<file path="src/rtl/mje_pkg.sv">
// Shared types, constants and helpers for the maze graph extractor.
// No dependencies; used by every module of the block.
`timescale 1ns / 1ps

package mje_pkg;

   localparam int unsigned MAX_WIDTH_DEF  = 1024;
   localparam int unsigned MAX_HEIGHT_DEF = 1024;
   localparam int unsigned CFG_W          = 11;
   localparam int unsigned CFG_RESET_DIM  = 1024;
   localparam int unsigned COORD_W        = 10;
   localparam int unsigned PIXEL_W        = 8;
   localparam int unsigned MIN_DIM        = 3;
   localparam int unsigned CSR_INDEX_W    = 1;

   typedef logic [CFG_W-1:0]   cfg_type;
   typedef logic [COORD_W-1:0] coord_type;

   typedef enum logic [CSR_INDEX_W-1:0] {
      CSR_IMAGE_WIDTH  = 1'b0,
      CSR_IMAGE_HEIGHT = 1'b1
   } csr_index_type;

   typedef enum logic [1:0] {
      KIND_START    = 2'd0,
      KIND_INTERIOR = 2'd1,
      KIND_END      = 2'd2
   } node_kind_type;

   typedef struct packed {
      coord_type     row;
      coord_type     col;
      node_kind_type kind;
      logic          has_north;
      coord_type     north_row;
      logic          has_west;
      coord_type     west_col;
   } node_type;

   // everything one pixel produced: one or two nodes
   typedef struct packed {
      logic     valid;
      logic     two;
      node_type first;
      node_type second;
   } bundle_type;

   // last index (dimension - 1) after saturating the written dimension
   function automatic logic [31:0] clamp_last(cfg_type v, int unsigned maxv);
      logic [31:0] v32;
      v32 = 32'(v);
      if (v32 < MIN_DIM) begin
         return MIN_DIM - 1;
      end else if (v32 > maxv) begin
         return maxv - 1;
      end
      return v32 - 32'd1;
   endfunction

endpackage

</file>
<file path="src/rtl/mje_emit.sv">
// Back end: two-entry queue of per-pixel node bundles and the result
// serializer that hands out one node per pop. Depends on mje_pkg.
`timescale 1ns / 1ps

module mje_emit (
   input  logic                clock,
   input  logic                reset,
   input  mje_pkg::bundle_type fwd,
   output logic                fwd_stall,
   input  logic                pop,
   output logic                empty,
   output mje_pkg::node_type   rsp_node,
   output logic                rsp_last
);

   mje_pkg::bundle_type q_ff [2];
   mje_pkg::bundle_type head;
   logic       wptr_ff, wptr_in;
   logic       rptr_ff, rptr_in;
   logic [1:0] count_ff, count_in;
   logic       sel_ff, sel_in;
   logic       enq, pop_ok, done;

   assign fwd_stall = (count_ff == 2'd2);
   assign enq       = fwd.valid && !fwd_stall;
   assign empty     = (count_ff == 2'd0);
   assign head      = q_ff[rptr_ff];
   assign rsp_node  = sel_ff ? head.second : head.first;
   assign rsp_last  = sel_ff || !head.two;
   assign pop_ok    = pop && !empty;
   assign done      = pop_ok && rsp_last;

   always_comb begin
      wptr_in  = enq ? !wptr_ff : wptr_ff;
      rptr_in  = done ? !rptr_ff : rptr_ff;
      count_in = 2'(count_ff + 2'(enq) - 2'(done));
      sel_in   = pop_ok ? !rsp_last : sel_ff;
   end

   always_ff @(posedge clock) begin
      if (enq) begin
         q_ff[wptr_ff] <= fwd;
      end
   end

   always_ff @(posedge clock) begin
      if (reset) begin
         wptr_ff  <= 1'b0;
         rptr_ff  <= 1'b0;
         count_ff <= 2'd0;
         sel_ff   <= 1'b0;
      end else begin
         wptr_ff  <= wptr_in;
         rptr_ff  <= rptr_in;
         count_ff <= count_in;
         sel_ff   <= sel_in;
      end
   end

endmodule

</file>
<file path="config.mk">
export PLATFORM = sky130hd
export DESIGN_NAME = mje_emit
export DESIGN_NICKNAME = d
export VERILOG_FILES = /design/src/rtl/mje_pkg.sv /design/src/rtl/mje_emit.sv
export SDC_FILE = /design/constraint.sdc
export NUM_CORES = 1
export LEC_CHECK = 0
export BUFFER_PORTS_ARGS = -buffer_cell sky130_fd_sc_hd__buf_4
export CORE_UTILIZATION = 40
export CTS_BUF_LIST = sky130_fd_sc_hd__clkbuf_4
export DETAILED_ROUTE_END_ITERATION = 10
export GPL_TIMING_DRIVEN = 1
export PLACE_DENSITY_LB_ADDON = 0.08
export SETUP_SLACK_MARGIN = 0.3
export SLEW_MARGIN = 20
export SYNTH_ARGS = -nofsm -noshare
export SYNTH_HDL_FRONTEND = slang
export SYNTH_SLANG_ARGS = --single-unit
</file>
<file path="constraint.sdc">
create_clock -name clock -period 3.8 [get_ports clock]
set_input_delay 0.38 -clock clock [delete_from_list [all_inputs] [get_ports clock]]
set_output_delay 0.38 -clock clock [all_outputs]
set_load 0.02 [all_outputs]
</file>
# After elaboration in Yosys (flattened, before gate mapping)
# Memory sizes are Yosys's and may differ from the RTL's. A register that Yosys moved wholly into a read port is not among the register bits.
# Index checks and enable logic that the tools add are counted.
word_totals:
  out_inout_bits: 47
  input_bits: 93
  word_cells: 24
  memories: 1
  regBits: 5
  mem_bits_rw: 180
mem_list:
  columns: ["memory", "words", "word_bits", "read_ports", "rd_ports_with_merged_regs", "write_ports", "line_no", "text"]
  rows:
  - ["q_ff", 2, 90, 1, 1, 1, "mje_emit.sv:16", "mje_pkg::bundle_type q_ff [2];"]
classes:
  mux: 5
  n_eq_ne: 1
  add_sub_neg: 2
  n_reduce_logical: 11
ops:
  columns: ["operator", "count"]
  rows:
  - ["$mux W44", 1]
  - ["$logic_not A1 Y1", 6]
  - ["$mux W1", 4]
  - ["$logic_and A1 B1 Y1", 3]
  - ["$add A2 B1 Y2", 1]
  - ["$eq A2 B2 Y1 const B", 1]
  - ["$logic_not A2 Y1", 1]
  - ["$sub A2 B1 Y2", 1]
  - ["$logic_or A1 B1 Y1", 1]

# Logic depth before layout (Yosys ltp)
# Gate-level depths: netlist of run 1.
depth:
  word_depth: 6
  ltp_mapped: 9
  depth_no_buf: 8

# Worst setup path before layout of run 1
# No wires, ideal clock.
synth_path:
  kind: "flip-flop to flip-flop"
  startpoint: "reg count_ff[0]"
  endpoint: "mem q_ff[0][0] (netlist bit) (enable)"
  arrival_time_ps: 2671
  setup_ps: 443
  n_path_buf: 0
  stages_incl_launch_ff: 5
  slack_ps: 686
  t_required_ps: 3357
  synth_period_minus_slack_ps: 3114
  cell_sequence: "dfxtp_1 > nand2b_1 > inv_1 > or3_1 > inv_1"
synth_between:
  elab_chain_len: 5
synth_rtl:
  columns: ["element", "line_no", "text"]
  rows:
  - ["start, declared", "mje_emit.sv:20", "logic [1:0] count_ff, count_in;"]
  - ["start signal, assigned", "mje_emit.sv:55", "count_ff <= count_in;"]
  - ["$eq A2 B2 Y1", "mje_emit.sv:24", "assign fwd_stall = (count_ff == 2'd2);"]
  - ["named net fwd_stall", "mje_emit.sv:9", "output logic fwd_stall,"]
  - ["$logic_not A1 Y1", "mje_emit.sv:25", "assign enq = fwd.valid && !fwd_stall;"]
  - ["$logic_and A1 B1 Y1", "mje_emit.sv:25", null]
  - ["$mux W1", "mje_emit.sv:41", "if (enq) begin"]
  - ["$mux W1 (not written as such)", "mje_emit.sv:42", "q_ff[wptr_ff] <= fwd;"]
  - ["end, declared", "mje_emit.sv:16", null]
# The timed path passes the listed nets, and every way through them passes these cells.

==> results of run 1 <==
layout make-up:
type	count	area [um2]
Sequential cell	184	5470
Clock buffer	19	143
Timing Repair Buffer	235	2000
Inverter	5	21.3
Tap cell	220	275
Clock inverter	13	130
Multi-Input combinational cell	69	1180
Fill cell	1321	7250
cell usage in the layout, fill, tap and decap left out, drive strengths merged:
cell type	count
edfxtp	178
buf	145
dlygate4sd3	90
mux4	44
clkbuf	19
inv	6
dfxtp	6
clkinv	6
clkinvlp	4
nor2	3
nand2	3
mux2	3
a21oi	3
o21ai	2
nor2b	2
ha	2
bufinv	2
nand2b	1
and3	1
or3	1
xor2	1
and2	1
nor3	1
nand3b	1
metrics by stage:
step / hold WS (ns) / instance area (um2) / utilization
2_1_floorplan: 0.449 / 6720 / -
3_3_place_gp: 0.474 / 8040 / 0.489
3_5_place_dp: 0.486 / 8040 / 0.489
4_1_cts: 0.134 / 9220 / 0.560
5_1_grt: 0.181 / 9220 / 0.560
6_report: 0.210 / 9220 / 0.560
where the power goes:
part	leakage, nW	internal, W	switching (W)	total [W]
sequential	1.71	0.00256	0.000108	0.00266
clock	0.140	0.000400	0.000629	0.00103
combinational	1.42	0.000692	0.000712	0.00140
total	3.27	0.00365	0.00145	0.00510
worst max path at each step:
stage / from / to
after floorplan: count_ff[0] / q_ff[0][0]
after CTS: sel_ff / rsp_node[26]
after global routing: sel_ff / rsp_node[26]
after detailed placement: sel_ff / rsp_node[26]
final: sel_ff / rsp_node[26]
after global placement: sel_ff / rsp_node[27]
registers in the layout (all words and copies together), names as in the netlist, named ones only:
register / flops
count_ff: 2
q_ff: 178
wptr_ff: 1
rptr_ff: 1
sel_ff: 1
per-layer routing:
layer | global-route usage | vias up
li1 | - | 1620
met1 | 0.193 | 1792
met2 | 0.257 | 93
met3 | 0.0463 | 5
met4 | 0.0523 | 0
met5 | 0 | -
worst max-delay path: cells and delay by family (launching register included):
family | cells | cell delay [ns]
buffers and inverters | 2 | 0.62
multiplexers | 1 | 0.37
flip-flops | 1 | 0.87
cell families after synthesis:
family,after synthesis,synth area share
compound gates,5,0.00540
xor+xnor,1,0.00130
fa+ha+maj,2,0.00372
buf+inv,15,0.0127
flops,184,0.813
mux,47,0.153
simple gates,14,0.0108
==> impl_metrics.py, run 1 <==
metrics = {
    "setup_path": {
        "crit_required_ns": 3.42,
        "critPathMaxStageDelay_ns": 0.87,
        "rr_endpoint": "count_ff[1]",
        "r2r_cells": 8,
        "crit_type": "reg -> out",
        "crit_chain": "buf_4 -> mux4_2 -> buf_4",
        "cp_slowest_cell": "dfxtp_2",
        "crit_path_frequent_cell": "buf_4",
        "r2r_slack_ns": 1.59,
        "worstPathArrival_ns": 2.40,
        "cp-start-kind": "register",
        "crit_fanout": 29,
        "critPathCaptureType": "primary output",
        "reg2reg_from": "sel_ff",
    },
    "job": {
        "maxCapViolCount": 0,
    },
    "clock_network": {
        "worstSkewPairLatency_ns": 0.54,
        "h-tree-depth": 4,
        "hold_buffers": 90,
        "tritoncts": "built",
        "cts_setup_buffers": 0,
        "root_buffer": "clkbuf_4",
        "cts.sinks": 184,
        "post_cts_resized": 0,
        "cts_max_path_buffers": 2,
        "cts_buffers": 17,
        "clkSlewWorstSetupHoldPaths_ns": 0.13,
    },
    "worst_hold_path": {
        "min_path_type": "in -> reg",
        "hold_end": "wptr_ff",
        "hold_start": "fwd[89]",
        "hold_depth": 4,
    },
    "logic_synthesis": {
        "synth_most_common_cell": "edfxtp_1",
        "ys_types": 24,
        "async_reset_ff_frac": 0,
        "avgSynthCellArea_um2": 25.1,
        "synth_top_area_cell": "edfxtp_1",
        "ys.flop_type": "edfxtp_1",
        "synth_common_cells": "edfxtp_1 (178), mux4_2 (44), dfxtp_1 (6)",
        "ys_warn_count": 0,
        "syn_inst": 268,
        "synth_area_um2": 6720,
        "syn_nets": 363,
        "yosys-top-cells-area": "edfxtp_1 (80%), mux4_2 (15%), dfxtp_1 (1.8%)",
        "synth-edff-count": 178,
        "synth_top_cell_area_share": 0.795,
        "synth-seq-cells": 184,
        "ys_seq_area_frac": 0.813,
    },
    "grt": {
        "antenna_found_initial": 0,
        "grt_use_total": 0.155,
        "grt_pass1_wl_um": 19900,
        "grt_max_degree": 65,
        "globalRoute.totalOverflow": 0,
        "grt_pass1_vias": 3881,
    },
    "floorplanning": {
        "rows": 47,
        "core_area_um2": 16500,
        "io_pins": 140,
        "die_y_um": 132,
        "initial_core_util": 0.408,
        "dieArea_um2": 17300,
        "die_w_um": 132,
    },
    "place": {
        "dp.cells": 623,
        "gp_congestion": 0.712,
        "pre_cts_slack_ns": 1.53,
        "dp_hpwl_um": 7430,
        "port_buffers": 139,
    },
    "pwr": {
        "total_power_w": 0.00510,
        "irDropWorstVdd_uv": 248,
        "leakagePower_nw": 3.27,
        "power_density_nw_per_um2": 553,
    },
    "timing": {
        "final-max-slew-violation-count": 0,
        "timing.fmax_ghz": 0.360,
        "layout_min_cycle_time_ns": 2.78,
        "rsz0062_at_grt": "no",
        "fin_worst_skew_ns": 0.0102,
        "final_hold_viol_count": 0,
        "post-route-period-util": 0.731,
        "slew_headroom": 0.383,
        "finalSetupTns_ns": 0,
        "worstMarginPinSlew_ns": 0.926,
        "worst_slack_ns": 1.02,
        "setup_viol": 0,
    },
    "layout": {
        "syn_to_final_growth_pct": 37.1,
        "n_antenna_cell": 0,
        "drive_above_1_share": 0.429,
        "fin_nets": 607,
        "fin_cells": 745,
    },
    "drt": {
        "vias_per_cell": 4.71,
        "drcViolationCount": 0,
        "routed.top_layer": "met4",
        "drt_pass1_iterations": 4,
        "wire_per_inst_um": 16.8,
        "initialDrtViolationCount": 170,
        "vias": 3510,
        "routed-wl-met2_um": 6550,
        "routed_wl_um": 12500,
        "met1_length_um": 5310,
        "wl_met3_um": 564,
        "final_antenna_net_count": 0,
    },
    "run_status": {
        "status": "completed",
    },
}
(Power assumes the default switching activity.)
==> run 2: changes to the inputs <==
==> constraint.sdc (replaced) <==
create_clock -name clock -period 2.9 [get_ports clock]
set_input_delay 0.29 -clock clock [delete_from_list [all_inputs] [get_ports clock]]
set_output_delay 0.29 -clock clock [all_outputs]
set_load 0.02 [all_outputs]
==> run 2 against run 1 <==
Sequential share of layout area is essentially flat. Worst setup slack lost 0.33 ns. Clock power grew 11%. Worst hold slack lost 0.051 ns. Register-to-register slack lost 0.72 ns. Critical endpoint is now rsp_node[0].
==> impl_metrics.py, run 2 (same netlist as run 1, synthesis figures left out) <==
metrics = {
    "run_status": {
        "status": "completed",
    },
    "drt": {
        "initialDrtViolationCount": 172,
        "routed_wl_um": 12200,
        "final_antenna_net_count": 0,
        "vias": 3519,
        "vias_per_cell": 4.70,
        "drcViolationCount": 0,
        "wire_per_inst_um": 16.3,
        "drt_pass1_iterations": 4,
    },
    "setup_path": {
        "crit_required_ns": 2.61,
        "critPathMaxStageDelay_ns": 0.54,
        "crit_chain": "buf_6 -> mux4_2 -> buf_4",
        "cp-start-kind": "register",
        "crit_type": "reg -> out",
        "crit_fanout": 16,
        "critPathCaptureType": "primary output",
        "cp_slowest_cell": "mux4_2",
        "worstPathArrival_ns": 1.91,
    },
    "worst_hold_path": {
        "min_path_type": "in -> reg",
    },
    "timing": {
        "setup_viol": 0,
        "fin_worst_skew_ns": 0.0201,
        "rsz0062_at_grt": "no",
        "layout_min_cycle_time_ns": 2.20,
        "whs_ns": 0.159,
        "final_hold_viol_count": 0,
        "post-route-period-util": 0.760,
        "final-max-slew-violation-count": 0,
        "worstMarginPinSlew_ns": 0.551,
        "finalSetupTns_ns": 0,
        "slew_headroom": 0.629,
        "timing.fmax_ghz": 0.454,
    },
    "place": {
        "dp.cells": 624,
        "port_buffers": 139,
        "dp_hpwl_um": 7460,
        "dpl_cell_area_um2": 8070,
        "gp_congestion": 0.700,
    },
    "layout": {
        "fill_cells": 1321,
        "syn_to_final_growth_pct": 37.1,
        "fin_cells": 749,
        "register_area_um2": 5470,
        "final_cell_area_um2": 9220,
        "largest_register_ffs": 178,
        "fin_nets": 612,
        "drive_above_1_share": 0.428,
        "multi_input_area_um2": 1180,
        "reg_top3": "q_ff (178), count_ff (2)",
        "top_register": "q_ff",
        "final_common_cell": "edfxtp_1",
        "mostFrequentLayoutCells": "edfxtp_1 (178), buf_4 (146), dlygate4sd3_1 (90)",
    },
    "clock_network": {
        "cts.sinks": 184,
        "clkSlewWorstSetupHoldPaths_ns": 0.12,
        "cts_buffers": 17,
        "h-tree-depth": 4,
        "tritoncts": "built",
        "root_buffer": "clkbuf_4",
        "cts_max_path_buffers": 2,
        "worstSkewPairLatency_ns": 0.54,
    },
    "grt": {
        "grt_use_total": 0.150,
        "grt_pass1_vias": 3839,
        "grt_pass1_wl_um": 19300,
        "antenna_found_initial": 1,
        "grt_max_degree": 90,
        "globalRoute.totalOverflow": 0,
    },
    "floorplanning": {
        "initial_core_util": 0.408,
        "die_w_um": 132,
        "rows": 47,
        "dieArea_um2": 17300,
        "core_area_um2": 16500,
        "io_pins": 140,
        "die_y_um": 132,
    },
    "pwr": {
        "irDropWorstVdd_uv": 358,
        "leakagePower_nw": 3.26,
        "power_density_nw_per_um2": 706,
    },
    "job": {
        "maxCapViolCount": 0,
    },
}
[run 2: path summary, 6_finish.rpt]
kind            start  slack, ns  cells after the start     endpoint
max          register       0.70                      3  rsp_node[0]
min reg2reg   wptr_ff       0.52                      2      wptr_ff
min           fwd[89]       0.16                      4      wptr_ff
max reg2reg  register       0.87                      9  count_ff[1]
[run 2: final cells by class]
| class | instances | share of cell area |
|---|---|---|
| Sequential cell | 184 | 0.594 |
| Antenna cell | 1 | 0.000272 |
| Timing Repair Buffer | 240 | 0.223 |
| Clock inverter | 10 | 0.00638 |
| Tap cell | 220 | 0.0299 |
| Multi-Input combinational cell | 69 | 0.128 |
| Clock buffer | 20 | 0.0163 |
| Inverter | 5 | 0.00244 |
[run 2: stage by stage]
stage / setup WS, ns / power (W) / util
2_1_floorplan: 0.381 / 0.00461 / -
3_3_place_gp: 0.866 / 0.00532 / 0.490
3_5_place_dp: 0.848 / 0.00535 / 0.490
4_1_cts: 0.222 / 0.00658 / 0.557
5_1_grt: 0.531 / 0.00683 / 0.560
6_report: 0.696 / 0.00651 / 0.560
[run 2: what timing repair did]
action	in CTS	in global routing
setup buffers	0	4
gates resized for setup	0	2
setup endpoints to repair	31	31
hold buffers	90	0
endpoints found under the hold margin	182	0
[run 2: where the power goes]
part	leakage, nW	switching (W)	internal, W
clock network	0.107	0.000791	0.000346
logic	1.44	0.000994	0.000939
registers	1.71	0.0000886	0.00335
[run 2: critical path, delay by kind of cell (launching register included)]
kind                   cells  cell delay [ns]
muxes                      1             0.54
buffers and inverters      2             0.44
DFF                        1             0.40
[run 2: metal layers]
layer | vias to the layer above | share of wire | GRT usage
met2 | 89 | 0.52 | 0.259
met1 | 1787 | 0.42 | 0.175
met5 | - | 0 | 0
met3 | 10 | 0.049 | 0.0463
met4 | 0 | 0.013 | 0.0581
li1 | 1633 | - | -
==> run 3: changes to the inputs <==
==> constraint.sdc (replaced) <==
create_clock -name clock -period 2.3 [get_ports clock]
set_input_delay 0.23 -clock clock [delete_from_list [all_inputs] [get_ports clock]]
set_output_delay 0.23 -clock clock [all_outputs]
set_load 0.02 [all_outputs]
==> run 3 against run 2 <==
Worst setup slack got worse by 0.53 ns. Cell count up 1.3%. Total power increased by 42%. First-iteration DRC count fell by 18%. Largest power group unchanged. Sequential power grew 26%. Highest routed layer unchanged. Clock-buffer cell count fell by 3. Via count rose by 1.3%.
==> impl_metrics.py, run 3 (same netlist as run 1, synthesis figures left out) <==
metrics = {
    "setup_path": {
        "worstPathArrival_ns": 1.90,
        "crit_type": "reg -> out",
        "critPathCaptureType": "primary output",
        "crit_fanout": 7,
        "crit_required_ns": 2.07,
        "cp-start-kind": "register",
    },
    "floorplanning": {
        "core_area_um2": 16500,
        "dieArea_um2": 17300,
        "rows": 47,
        "initial_core_util": 0.408,
        "io_pins": 140,
        "die_y_um": 132,
        "die_w_um": 132,
    },
    "pwr": {
        "total_power_w": 0.00926,
        "clkPwrFrac": 0.203,
        "seqPwrFrac": 0.469,
        "leakagePower_nw": 3.48,
        "intPower_w": 0.00669,
        "power_density_nw_per_um2": 945,
        "p_comb_frac": 0.328,
        "p_sw_w": 0.00257,
        "power.share.switching": 0.278,
        "irDropWorstVdd_uv": 436,
    },
    "timing": {
        "setup_viol": 0,
        "layout_min_cycle_time_ns": 2.13,
        "slew_headroom": 0.667,
        "rsz0062_at_grt": "yes",
        "post-route-period-util": 0.928,
        "final-max-slew-violation-count": 0,
        "timing.fmax_ghz": 0.469,
        "final_hold_viol_count": 0,
        "worstMarginPinSlew_ns": 0.499,
        "finalSetupTns_ns": 0,
        "fin_worst_skew_ns": 0.0149,
        "whs_ns": 0.0829,
    },
    "clock_network": {
        "tritoncts": "built",
        "cts_max_path_buffers": 2,
        "cts_buffers": 17,
        "cts.sinks": 184,
        "root_buffer": "clkbuf_4",
        "h-tree-depth": 4,
        "clkSlewWorstSetupHoldPaths_ns": 0.13,
        "worstSkewPairLatency_ns": 0.55,
    },
    "layout": {
        "largest_register_ffs": 178,
        "mostFrequentLayoutCells": "edfxtp_1 (178), buf_4 (100), dlygate4sd3_1 (90)",
        "final_common_cell": "edfxtp_1",
        "reg_top3": "q_ff (178), count_ff (2)",
        "final_core_util": 0.595,
        "top_register": "q_ff",
        "fin_cells": 759,
        "fin_nets": 621,
        "syn_to_final_growth_pct": 45.7,
        "drive_above_1_share": 0.459,
    },
    "place": {
        "port_buffers": 139,
        "dp.cells": 627,
        "gp_congestion": 0.667,
        "dp_hpwl_um": 7710,
    },
    "worst_hold_path": {
        "min_path_type": "in -> reg",
        "hold_start": "fwd[89]",
    },
    "grt": {
        "antenna_found_initial": 1,
        "grt_pass1_vias": 3858,
        "grt_use_total": 0.158,
        "grt_pass1_wl_um": 20100,
        "globalRoute.totalOverflow": 0,
        "grt_max_degree": 51,
    },
    "run_status": {
        "status": "completed",
    },
    "drt": {
        "initialDrtViolationCount": 141,
        "routed_wl_um": 13300,
        "vias": 3566,
        "vias_per_cell": 4.70,
        "final_antenna_net_count": 0,
        "wire_per_inst_um": 17.5,
        "drcViolationCount": 0,
        "drt_pass1_iterations": 5,
    },
    "job": {
        "maxCapViolCount": 0,
    },
}
-- run 3: cell count changes in the layout (fill, tap and decap cells not counted), moves of 2 or more --
cell and change:
inv_1 -2, bufinv_16 +4, dfxtp_2 +2, clkbuf_4 -3
ha_4 +2, ha_1 -2, clkinv_4 +2, buf_6 +44
buf_16 +6, dfxtp_1 -2, buf_4 -46, buf_12 +5
clkinvlp_4 -3
-- run 3: power groups by stage --
stage | Sequential (W) | Combinational [W] | Clock (W)
6_report | 0.00434 | 0.00304 | 0.00188
5_1_grt | 0.00438 | 0.00323 | 0.00205
4_1_cts | 0.00434 | 0.00301 | 0.00195
3_5_place_dp | 0.00442 | 0.00240 | 0
3_3_place_gp | 0.00439 | 0.00239 | 0
2_1_floorplan | 0.00439 | 0.00145 | 0
-- run 3: per-layer routing --
metal	vias to the layer above	global-route usage	routed length, um
met5	-	0	0
met4	0	0.0581	218
met3	14	0.0475	650
met2	102	0.281	7120
met1	1792	0.180	5270
li1	1658	-	-
-- run 3: per-stage QoR --
step	area, um2	setup slack (ns)
2_1_floorplan	6740	-0.0473
3_3_place_gp	8140	0.529
3_5_place_dp	8140	0.439
4_1_cts	9710	0.0773
5_1_grt	9800	0.0574
6_report	9800	0.167
-- run 3: final timing paths --
check | endpoint | slack [ns] | cells after the start
worst max register to register | count_ff[1] | 0.18 | 11
worst max-delay path | rsp_node[28] | 0.17 | 4
worst min register to register | wptr_ff | 0.51 | 2
worst min-delay path | wptr_ff | 0.08 | 4
-- run 3: layout make-up --
type | count | area [um2]
multi-input cells | 69 | 1240
clock buffers | 17 | 128
inverters | 5 | 25.0
diodes | 1 | 2.50
clock inverters | 14 | 181
fillers | 1282 | 6670
flip-flops and latches | 184 | 5470
repair buffers | 249 | 2470
well taps | 220 | 275
-- run 3: repair_timing --
item / CTS / global route
pin swaps: 0 / 6
resized for setup: 49 / 15
hold buffers: 90 / 0
hold endpoints to repair: 182 / 0
setup buffers: 3 / 2
cloned: 5 / 0
setup endpoints to repair: 44 / 46
-- run 3: critical path, stage by stage, from the launching register on --
cell and delay (ns):
dfxtp_4 0.40, buf_12 0.15, buf_16 0.15, mux4_2 0.53
buf_6 0.15
